==> config.mk <==
export PLATFORM = sky130hd
export DESIGN_NAME = audio_jitter_reorder_buffer_core
export DESIGN_NICKNAME = d
export VERILOG_FILES = /design/src/design/ajrb_pkg.sv /design/src/design/ajrb_ctrl.sv /design/src/design/ajrb_datapath.sv /design/src/design/audio_jitter_reorder_buffer_core.sv
export VERILOG_INCLUDE_DIRS = /design/src /design/src/design
export SDC_FILE = /design/constraint.sdc
export NUM_CORES = 2
export LEC_CHECK = 0
export BUFFER_PORTS_ARGS = -buffer_cell sky130_fd_sc_hd__buf_2
export CORE_UTILIZATION = 60
export CTS_CLUSTER_SIZE = 24
export DETAILED_ROUTE_END_ITERATION = 16
export PLACE_DENSITY_LB_ADDON = 0.3
export RECOVER_POWER = 100
export SETUP_SLACK_MARGIN = 0.5
export SYNTH_ARGS = -nofsm -noshare
export SYNTH_HDL_FRONTEND = slang
export SYNTH_SLANG_ARGS = --single-unit
==> constraint.sdc <==
create_clock -name clk_i -period 8.82 [get_ports clk_i]
set_input_delay 0.441 -clock clk_i [delete_from_list [all_inputs] [get_ports clk_i]]
set_output_delay 0.441 -clock clk_i [all_outputs]
set_load 0.02 [all_outputs]
==> src/design/audio_jitter_reorder_buffer_core_assert.svh <==
// assertion macros used by the jitter buffer datapath
`ifndef AUDIO_JITTER_REORDER_BUFFER_CORE_ASSERT_SVH
`define AUDIO_JITTER_REORDER_BUFFER_CORE_ASSERT_SVH

// implication checked on every edge outside reset
`define AJRB_ASSERT_IMP(label, clk, rstn, ante, cons) \
  label: assert property (@(posedge clk) disable iff (!rstn) (ante) |-> (cons)) \
    else $error("assertion failed");

// invariant checked on every edge outside reset
`define AJRB_ASSERT_ALWAYS(label, clk, rstn, expr) \
  label: assert property (@(posedge clk) disable iff (!rstn) (expr)) \
    else $error("assertion failed");

`endif

==> src/design/ajrb_pkg.sv <==
`timescale 1ns / 1ps
package ajrb_pkg;

  localparam int unsigned Slots   = 32;
  localparam int unsigned SlotW   = 5;
  localparam int unsigned FillW   = 6;
  localparam int unsigned SeqW    = 32;
  localparam int unsigned PayW    = 32;
  localparam int unsigned NStats  = 7;

  localparam logic [2:0] OpInsert  = 3'd0;
  localparam logic [2:0] OpPop     = 3'd1;
  localparam logic [2:0] OpDiscard = 3'd2;
  localparam logic [2:0] OpAdvance = 3'd3;
  localparam logic [2:0] OpRebuf   = 3'd4;
  localparam logic [2:0] OpClear   = 3'd5;
  localparam logic [2:0] OpStat    = 3'd6;

  localparam logic [3:0] StAccepted  = 4'd0;
  localparam logic [3:0] StLate      = 4'd1;
  localparam logic [3:0] StDuplicate = 4'd2;
  localparam logic [3:0] StOverflow  = 4'd3;
  localparam logic [3:0] StNotReady  = 4'd4;
  localparam logic [3:0] StMissing   = 4'd5;
  localparam logic [3:0] StPacket    = 4'd6;
  localparam logic [3:0] StDone      = 4'd7;
  localparam logic [3:0] StRefused   = 4'd8;

  localparam logic [2:0] CntReceived = 3'd0;
  localparam logic [2:0] CntLate     = 3'd1;
  localparam logic [2:0] CntDup      = 3'd2;
  localparam logic [2:0] CntOverflow = 3'd3;
  localparam logic [2:0] CntReorder  = 3'd4;
  localparam logic [2:0] CntLost     = 3'd5;
  localparam logic [2:0] CntLatency  = 3'd6;

  localparam logic CfgStartFill = 1'b0;
  localparam logic CfgCapacity  = 1'b1;

  typedef struct packed {
    logic [2:0]      op;
    logic [SeqW-1:0] seq;
    logic [PayW-1:0] payload;
    logic [5:0]      depth_limit;
    logic [2:0]      stat_select;
  } in_word_t;

  typedef struct packed {
    logic [3:0]       status;
    logic [SeqW-1:0]  seq_out;
    logic [PayW-1:0]  payload_out;
    logic [5:0]       dropped_count;
    logic [31:0]      stat_value;
    logic [FillW-1:0] fill_level;
  } out_word_t;

  // controller -> datapath
  typedef struct packed {
    logic load;      // capture input word, start a slot scan
    logic scan;      // examine slot at scan index
    logic rescan;    // restart scan for discard loop
    logic finish;    // apply result of the operation
  } dp_cmd_t;

  // datapath -> controller
  typedef struct packed {
    logic scan_last;
    logic need_loop;  // discard still above depth
  } dp_stat_t;

  function automatic logic seq_before(logic [SeqW-1:0] a, logic [SeqW-1:0] b);
    logic [SeqW-1:0] d;
    d = a - b;
    return d[SeqW-1];
  endfunction

  function automatic logic seq_after(logic [SeqW-1:0] a, logic [SeqW-1:0] b);
    logic [SeqW-1:0] d;
    d = a - b;
    return (d != '0) && !d[SeqW-1];
  endfunction

endpackage

==> src/design/ajrb_ctrl.sv <==
`timescale 1ns / 1ps
module ajrb_ctrl
  import ajrb_pkg::*;
(
  input  logic     clk_i,
  input  logic     rst_ni,
  input  logic     in_valid_i,
  output logic     in_ready_o,
  output logic     out_valid_o,
  input  logic     out_ready_i,
  output dp_cmd_t  cmd_o,
  input  dp_stat_t stat_i
);

  typedef enum logic [3:0] {
    S_IDLE   = 4'b0001,
    S_SCAN   = 4'b0010,
    S_FINISH = 4'b0100,
    S_OUT    = 4'b1000
  } state_e;

  state_e state_q, state_d;

  always_comb begin
    state_d = state_q;
    cmd_o   = '0;
    case (state_q)
      S_IDLE: begin
        if (in_valid_i) begin
          cmd_o.load = 1'b1;
          state_d    = S_SCAN;
        end
      end
      S_SCAN: begin
        cmd_o.scan = 1'b1;
        if (stat_i.scan_last) state_d = S_FINISH;
      end
      S_FINISH: begin
        cmd_o.finish = 1'b1;
        if (stat_i.need_loop) begin
          cmd_o.rescan = 1'b1;
          state_d      = S_SCAN;
        end else begin
          state_d = S_OUT;
        end
      end
      S_OUT: begin
        if (out_ready_i) state_d = S_IDLE;
      end
      default: state_d = S_IDLE;
    endcase
  end

  always_ff @(posedge clk_i or negedge rst_ni) begin
    if (!rst_ni) begin
      state_q <= S_IDLE;
    end else begin
      state_q <= state_d;
    end
  end

  assign in_ready_o  = (state_q == S_IDLE);
  assign out_valid_o = (state_q == S_OUT);

endmodule

==> src/design/ajrb_datapath.sv <==
`timescale 1ns / 1ps
module ajrb_datapath
  import ajrb_pkg::*;
(
  input  logic       clk_i,
  input  logic       rst_ni,
  input  logic       cfg_we_i,
  input  logic       cfg_idx_i,
  input  logic [5:0] cfg_data_i,
  input  in_word_t   in_word_i,
  input  dp_cmd_t    cmd_i,
  output dp_stat_t   stat_o,
  output out_word_t  out_word_o
);

  `include "audio_jitter_reorder_buffer_core_assert.svh"

  logic [5:0] start_fill_q, cap_q;

  logic [Slots-1:0] valid_q;
  logic [SeqW-1:0]  seq_mem [Slots];
  logic [PayW-1:0]  pay_mem [Slots];
  logic [SeqW-1:0]  rd_seq_q;
  logic [PayW-1:0]  rd_pay_q;

  logic             has_first_q, playing_q;
  logic [SeqW-1:0]  first_q, high_q, next_q;
  logic [31:0]      cnt_q [NStats];
  logic [FillW-1:0] fill_q;

  in_word_t         w_q;
  out_word_t        out_q;

  // scan: read data for an address arrives in the cycle after the address register holds it
  logic [SlotW:0]   addr_q;      // 0..Slots, Slots = past end
  logic [SlotW-1:0] rd_idx_q;
  logic             rd_vld_q;

  // scan results
  logic             match_q;
  logic [SlotW-1:0] match_idx_q;
  logic [PayW-1:0]  match_pay_q;
  logic             free_q;
  logic [SlotW-1:0] free_idx_q;
  logic             old_q;
  logic [SlotW-1:0] old_idx_q;
  logic [SeqW-1:0]  old_seq_q;
  logic [SeqW-1:0]  old_dist_q;
  logic [5:0]       dropped_q;

  logic [SeqW-1:0]  key;
  logic             rd_live;
  logic [SeqW-1:0]  seq_dist;
  logic [5:0]       cap_eff;
  logic             ins_ok;

  assign cap_eff = (cap_q > 6'(Slots)) ? 6'(Slots) : cap_q;

  // key for the match search: pop looks up the sequence it is about to play
  always_comb begin
    key = w_q.seq;
    if (w_q.op == OpPop) key = playing_q ? next_q : first_q;
  end

  // insert goes through: not late, not held, room left
  assign ins_ok = (w_q.op == OpInsert) && !(playing_q && seq_before(w_q.seq, next_q))
                  && !match_q && (fill_q < cap_eff);

  assign rd_live  = rd_vld_q && valid_q[rd_idx_q];
  assign seq_dist = rd_seq_q - next_q;

  assign stat_o.scan_last = rd_vld_q && (rd_idx_q == SlotW'(Slots - 1));
  assign stat_o.need_loop = (w_q.op == OpDiscard) && playing_q && old_q
                            && (fill_q - 6'd1 > w_q.depth_limit);

  always_ff @(posedge clk_i) begin
    if (cmd_i.scan && addr_q < (SlotW+1)'(Slots)) begin
      rd_seq_q <= seq_mem[addr_q[SlotW-1:0]];
      rd_pay_q <= pay_mem[addr_q[SlotW-1:0]];
    end
    if (cmd_i.finish && ins_ok) begin
      seq_mem[free_idx_q] <= w_q.seq;
      pay_mem[free_idx_q] <= w_q.payload;
    end
  end

  always_ff @(posedge clk_i) begin
    if (cmd_i.load) w_q <= in_word_i;
  end

  // result word is built at finish and held until the next finish
  always_ff @(posedge clk_i or negedge rst_ni) begin
    if (!rst_ni) begin
      start_fill_q <= 6'd4;
      cap_q        <= 6'd32;
      valid_q      <= '0;
      has_first_q  <= 1'b0;
      playing_q    <= 1'b0;
      first_q      <= '0;
      high_q       <= '0;
      next_q       <= '0;
      fill_q       <= '0;
      for (int k = 0; k < NStats; k++) cnt_q[k] <= '0;
      addr_q       <= '0;
      rd_idx_q     <= '0;
      rd_vld_q     <= 1'b0;
      match_q      <= 1'b0;
      free_q       <= 1'b0;
      old_q        <= 1'b0;
      match_idx_q  <= '0;
      free_idx_q   <= '0;
      old_idx_q    <= '0;
      old_seq_q    <= '0;
      old_dist_q   <= '0;
      match_pay_q  <= '0;
      dropped_q    <= '0;
      out_q        <= '0;
    end else begin
      if (cfg_we_i) begin
        if (cfg_idx_i == CfgStartFill) start_fill_q <= cfg_data_i;
        else cap_q <= cfg_data_i;
      end

      if (cmd_i.load || cmd_i.rescan) begin
        addr_q   <= '0;
        rd_vld_q <= 1'b0;
        match_q  <= 1'b0;
        free_q   <= 1'b0;
        old_q    <= 1'b0;
        if (cmd_i.load) dropped_q <= '0;
      end

      if (cmd_i.scan) begin
        if (addr_q < (SlotW+1)'(Slots)) begin
          addr_q   <= addr_q + 1'b1;
          rd_idx_q <= addr_q[SlotW-1:0];
          rd_vld_q <= 1'b1;
        end else begin
          rd_vld_q <= 1'b0;
        end
        if (!valid_q[addr_q[SlotW-1:0]] && !free_q && addr_q < (SlotW+1)'(Slots)) begin
          free_q     <= 1'b1;
          free_idx_q <= addr_q[SlotW-1:0];
        end
        if (rd_live && rd_seq_q == key && !match_q) begin
          match_q     <= 1'b1;
          match_idx_q <= rd_idx_q;
          match_pay_q <= rd_pay_q;
        end
        if (rd_live && (!old_q || seq_dist < old_dist_q)) begin
          old_q      <= 1'b1;
          old_idx_q  <= rd_idx_q;
          old_seq_q  <= rd_seq_q;
          old_dist_q <= seq_dist;
        end
      end

      if (cmd_i.finish) begin
        out_q               <= '0;
        out_q.status        <= StDone;
        case (w_q.op)
          OpInsert: begin
            if (playing_q && seq_before(w_q.seq, next_q)) begin
              cnt_q[CntLate] <= cnt_q[CntLate] + 1'b1;
              out_q.status   <= StLate;
            end else if (match_q) begin
              cnt_q[CntDup] <= cnt_q[CntDup] + 1'b1;
              out_q.status  <= StDuplicate;
            end else if (fill_q >= cap_eff) begin
              cnt_q[CntOverflow] <= cnt_q[CntOverflow] + 1'b1;
              out_q.status       <= StOverflow;
            end else begin
              if (!has_first_q) begin
                has_first_q <= 1'b1;
                first_q     <= w_q.seq;
                high_q      <= w_q.seq;
              end else begin
                if (!playing_q && seq_before(w_q.seq, first_q)) first_q <= w_q.seq;
                if (seq_before(w_q.seq, high_q))
                  cnt_q[CntReorder] <= cnt_q[CntReorder] + 1'b1;
                else if (seq_after(w_q.seq, high_q)) high_q <= w_q.seq;
              end
              valid_q[free_idx_q] <= 1'b1;
              fill_q              <= fill_q + 1'b1;
              cnt_q[CntReceived]  <= cnt_q[CntReceived] + 1'b1;
              out_q.status        <= StAccepted;
            end
          end
          OpPop: begin
            if (!playing_q && (!has_first_q || fill_q < start_fill_q)) begin
              out_q.status <= StNotReady;
            end else begin
              playing_q     <= 1'b1;
              out_q.seq_out <= key;
              next_q        <= key + 1'b1;
              if (match_q) begin
                out_q.payload_out    <= match_pay_q;
                valid_q[match_idx_q] <= 1'b0;
                fill_q               <= fill_q - 1'b1;
                out_q.status         <= StPacket;
              end else begin
                cnt_q[CntLost] <= cnt_q[CntLost] + 1'b1;
                out_q.status   <= StMissing;
              end
            end
          end
          OpDiscard: begin
            if (playing_q && old_q && fill_q > w_q.depth_limit) begin
              next_q               <= old_seq_q + 1'b1;
              valid_q[old_idx_q]   <= 1'b0;
              fill_q               <= fill_q - 1'b1;
              dropped_q            <= dropped_q + 1'b1;
              cnt_q[CntLatency]    <= cnt_q[CntLatency] + 1'b1;
              out_q.dropped_count  <= dropped_q + 1'b1;
            end else begin
              out_q.dropped_count <= dropped_q;
            end
          end
          OpAdvance: begin
            if (playing_q && old_q) begin
              next_q        <= old_seq_q;
              out_q.seq_out <= old_seq_q;
            end else begin
              out_q.status <= StRefused;
            end
          end
          OpRebuf, OpClear: begin
            valid_q     <= '0;
            fill_q      <= '0;
            has_first_q <= 1'b0;
            playing_q   <= 1'b0;
            first_q     <= '0;
            high_q      <= '0;
            next_q      <= '0;
            if (w_q.op == OpClear)
              for (int k = 0; k < NStats; k++) cnt_q[k] <= '0;
          end
          OpStat: begin
            if (w_q.stat_select != 3'd7) out_q.stat_value <= cnt_q[w_q.stat_select];
            else out_q.status <= StRefused;
          end
          default: out_q.status <= StRefused;
        endcase
      end
    end
  end

  always_comb begin
    out_word_o            = out_q;
    out_word_o.fill_level = fill_q;
  end

  `AJRB_ASSERT_ALWAYS(a_fill_bound, clk_i, rst_ni, fill_q <= 6'(Slots))
  `AJRB_ASSERT_ALWAYS(a_fill_pop, clk_i, rst_ni,
                      $countones(valid_q) == 32'(fill_q))
  `AJRB_ASSERT_IMP(a_play_first, clk_i, rst_ni, playing_q, has_first_q)

endmodule

==> src/design/audio_jitter_reorder_buffer_core.sv <==
`timescale 1ns / 1ps
// channel | signals                          | accepted when
// in      | in_valid_i/in_ready_o, in_word_i | in_valid_i && in_ready_o
// out     | out_valid_o, out_word_o          | out_valid_o && out_ready_i
// cfg     | cfg_we_i, cfg_idx_i, cfg_data_i  | cfg_we_i
// An item passes through the accept cycle, a scan of the 32-entry slot table,
// a finish state and a result state that waits for out_ready_i.
// Discard repeats scan and finish for each dropped entry after the first.
// One item is in flight; the next is taken the cycle after its result is accepted,
// so an output stall delays the next item.
// Reset clears all control state and counters at once; no clearing pass.
module audio_jitter_reorder_buffer_core
  import ajrb_pkg::*;
(
  input  logic      clk_i,
  input  logic      rst_ni,
  input  logic      cfg_we_i,
  input  logic      cfg_idx_i,
  input  logic [5:0] cfg_data_i,
  input  logic      in_valid_i,
  output logic      in_ready_o,
  input  in_word_t  in_word_i,
  output logic      out_valid_o,
  input  logic      out_ready_i,
  output out_word_t out_word_o
);

  dp_cmd_t  cmd;
  dp_stat_t stat;

  ajrb_ctrl u_ctrl (
    .clk_i, .rst_ni, .in_valid_i, .in_ready_o, .out_valid_o, .out_ready_i,
    .cmd_o (cmd), .stat_i (stat)
  );

  ajrb_datapath u_dp (
    .clk_i, .rst_ni, .cfg_we_i, .cfg_idx_i, .cfg_data_i, .in_word_i,
    .cmd_i (cmd), .stat_o (stat), .out_word_o
  );

endmodule
==> results.py <==
metrics = {
    "timing": {
        "slew_headroom": -3.30,
        "fmax_ghz": 0.129,
        "setup_violations": 0,
        "tns_ps": 0,
        "rsz0062_at_grt": "no",
        "post-route-period-util": 0.877,
        "worst_pin_slew_ps": 6450,
        "hold_viol": 0,
        "timing.hold.ws_ps": 45.8,
        "skew_ps": 96.3,
        "drv_slew": 2579,
        "finalCriticalPeriod_ps": 7740,
    },
    "placed_design": {
        "gp_congestion": 0.961,
        "numPortBuffers": 201,
        "dpl.hpwl_um": 188000,
    },
    "power": {
        "p_clk_frac": 0.352,
        "power_switching_mw": 9.46,
        "power.internal_mw": 25.2,
        "pwr-share-seq": 0.447,
        "power_frac_comb": 0.201,
        "power_leakage_nw": 45.7,
        "max-vdd-ir-drop_mv": 0.259,
        "power_density_nw_per_um2": 258,
        "switching_share": 0.273,
    },
    "route": {
        "drcViolationCount": 0,
        "vias": 71700,
        "initialDrtViolationCount": 9950,
        "vias_per_cell": 6.86,
        "routed_wl_um": 339000,
        "wl_per_cell_um": 32.5,
        "ant_nets": 0,
        "first_pass_iters": 6,
    },
    "worst_setup_path": {
        "crit_buf_inv": 2,
        "worstSetupPathType": "reg2reg",
        "critPathArrivalTime_ps": 8250,
        "reg2reg_from": "u_dp.w_q[55]",
        "end_kind": "flip-flop",
        "cpMaxStageDelayCell": "clkbuf_1",
        "worst_path_most_repeated_cell": "nand2_1",
        "cp-start-kind": "flip-flop",
        "regToRegEndpoint": "u_dp.pay_mem[31][28]",
        "critical_path_required_ps": 9330,
        "critPathTopFamily": "simple AND/OR/NAND/NOR gates",
        "cp_max_fo": 38,
        "slowest_delay_ps": 1500,
        "r2r_cells": 13,
        "crit_chain": "clkbuf_1, ha_1, nand2_1, or4_1, o22ai_1, o21a_1, o211ai_1, nand2_1, nand2_1, nor3_1, nand2_1, nor2_4, clkbuf_2",
        "r2r_slack_ps": 1080,
    },
    "yosys": {
        "async_flop_share": 0.219,
        "yosys_register_bits": 2802,
        "synth_area_um2": 120000,
        "yosysWarnings": 0,
        "netlist_instances": 7199,
        "postSynthNetCount": 7477,
        "seq_area_frac_synth": 0.677,
        "ys_types": 92,
        "ys.flop_type": "edfxtp_1",
        "synth_edf_count": 2188,
        "synth.avg_cell_area_um2": 16.6,
    },
    "clocking": {
        "postCtsSetupRepairBufs": 0,
        "cts_tree": "built",
        "cts_root_buf": "clkbuf_16",
        "clock_latency_ps": 960,
        "cts_max_level": 5,
        "post_cts_resized": 0,
        "clock-sinks": 2802,
        "cts.reportedPaths.clkPinSlew_ps": 60,
        "cts.path.max_buffers": 4,
        "cts_buffers": 299,
    },
    "grt": {
        "grt_pass1_vias": 72600,
        "track_usage": 0.337,
        "overflow": 0,
        "grt_max_degree": 179,
        "grt_pass1_wl_um": 494000,
        "antenna_found_initial": 22,
    },
    "die": {
        "start_util": 0.606,
        "die_h_um": 449,
        "fp.dieW_um": 449,
        "io_pins": 202,
        "num_rows": 163,
        "core_area_um2": 198000,
        "dieArea_um2": 202000,
    },
    "layout": {
        "drive_gt1_frac": 0.193,
        "fin_util": 0.678,
        "multiInputGateArea_um2": 36700,
        "nNetsFinal": 7864,
        "ff_latch_area_um2": 81100,
        "n_fill_cell": 12600,
        "syn_to_final_growth_pct": 11.9,
    },
    "job": {
        "maxCapViolCount": 60,
    },
    "hold_path": {
        "min_to": "u_dp.start_fill_q[5]",
        "min-delay-start": "cfg_idx_i",
        "hold_path_class": "in2reg",
        "worstHoldPathCells": 3,
    },
    "status": {
        "outcome": "finished with violations",
        "violations": "max-capacitance violations, max-slew violations",
    },
}
cells in the mapped netlist, types with 100 or more instances:
library cell,instances,share of area
o21ai_0,248,0.010
mux2i_1,104,0.0087
dfrtp_1,611,0.13
mux4_2,692,0.13
xor2_1,107,0.0078
a22o_1,100,0.0073
mux2_2,223,0.021
xnor2_1,146,0.011
ha_1,188,0.020
a21oi_1,310,0.013
nor2_1,415,0.013
nand2_1,363,0.011
nor3_1,109,0.0046
clkbuf_1,290,0.0091
nand3_1,127,0.0053
edfxtp_1,2188,0.55
inv_1,210,0.0066
flip-flops by register name (all words and copies together) (netlist names), 32 cells and up:
| name | count |
|---|---|
| u_dp.old_dist_q | 32 |
| u_dp.high_q | 32 |
| u_dp.match_pay_q | 32 |
| u_dp.w_q | 76 |
| u_dp.out_word_o | 106 |
| u_dp.rd_seq_q | 32 |
| u_dp.next_q | 32 |
| u_dp.pay_mem | 1024 |
| u_dp.old_seq_q | 32 |
| u_dp.cnt_q | 224 |
| u_dp.seq_mem | 1024 |
| u_dp.first_q | 32 |
| u_dp.rd_pay_q | 32 |
| u_dp.valid_q | 32 |
cells in the final DEF, fill, tap and decap left out, types with 104 or more instances in the layout:
master | netlist | final
clkbuf_1 | 290 | 275
mux2i_1 | 104 | 104
o21ai_0 | 248 | 250
clkbuf_16 | 0 | 312
mux4_2 | 692 | 692
dfrtp_1 | 611 | 607
xnor2_1 | 146 | 146
xor2_1 | 107 | 107
inv_1 | 210 | 209
mux2_2 | 223 | 172
nand3_1 | 127 | 126
nand2_1 | 363 | 362
a21oi_1 | 310 | 308
ha_1 | 188 | 188
edfxtp_1 | 2188 | 2188
nor2_1 | 415 | 389
nor3_1 | 109 | 108
per-stage QoR:
stage	cell area (µm²)	total power, mW	instances	setup WS, ps
final	134000	34.6	10500	1080
after detailed placement	124000	22.2	9832	2440
after global placement	124000	22.1	9832	2520
after CTS	135000	34.5	10400	2240
after floorplan	120000	20.0	7199	2690
after global routing	134000	35.6	10500	983
cell families (layout without fill, tap and decap cells):
kind of cell             count (synthesis)  in the layout  share of synthesized area
other                                    0             18                          0
adder cells (fa/ha/maj)                190            190                     0.0200
AND/OR/NAND/NOR                       1379           1379                     0.0550
AO/OA/AOI/OAI                          975            975                     0.0514
multiplexers                          1020           1020                      0.160
flip-flops                            2802           2802                      0.677
buffers and inverters                  580           1175                     0.0188
XOR/XNOR                               253            253                     0.0185
metal layers:
| metal | up-vias | global-route usage | share of wire |
|---|---|---|---|
| met5 | - | 0 | 0.00014 |
| met4 | 8 | 0.150 | 0.050 |
| met3 | 969 | 0.0625 | 0.095 |
| met2 | 4784 | 0.553 | 0.49 |
| met1 | 36800 | 0.442 | 0.36 |
| li1 | 29100 | - | - |
timing repair:
item                                    in CTS  in global routing
endpoints found under the setup margin       0                  0
endpoints found under the hold margin      188                  0
hold buffers                                93                  0
worst max-delay path by stage:
stage,cells past startpoint,from,slack (ps),end
floorplan,11,u_dp.w_q[58],2690,u_dp.pay_mem[25][0]
global placement,13,u_dp.w_q[58],2520,u_dp.pay_mem[16][18]
detailed placement,13,u_dp.w_q[58],2440,u_dp.pay_mem[16][18]
CTS,13,u_dp.w_q[59],2240,u_dp.pay_mem[17][29]
global route,13,u_dp.w_q[55],980,u_dp.pay_mem[31][28]
finish,13,u_dp.w_q[55],1080,u_dp.pay_mem[31][28]
area by class of cell:
cell class              instances  share of cell area
flip-flops and latches       2802               0.605
well taps                    2640              0.0246
repair buffers                455              0.0212
clock inverters                97             0.00621
inverters                     211             0.00592
clock buffers                 412              0.0629
diodes                         18            0.000336
multi-input cells            3817               0.274
worst reg2reg max path, stage by stage (launching register included):
cell	delay, ps
edfxtp_1	320
clkbuf_1	1500
ha_1	400
nand2_1	90
or4_1	510
o22ai_1	340
o21a_1	220
o211ai_1	220
nand2_1	210
nand2_1	100
nor3_1	870
nand2_1	700
nor2_4	940
clkbuf_2	890
power by group through the flow:
| stage | registers (mW) | clock network, mW | logic (mW) |
|---|---|---|---|
| after floorplan | 15.5 | 0 | 4.51 |
| after global routing | 15.5 | 12.8 | 7.32 |
| after detailed placement | 15.7 | 0 | 6.52 |
| after CTS | 15.4 | 12.3 | 6.74 |
| after global placement | 15.6 | 0 | 6.44 |
| final | 15.5 | 12.2 | 6.96 |
Note: power is estimated with default switching activity, not from simulation.
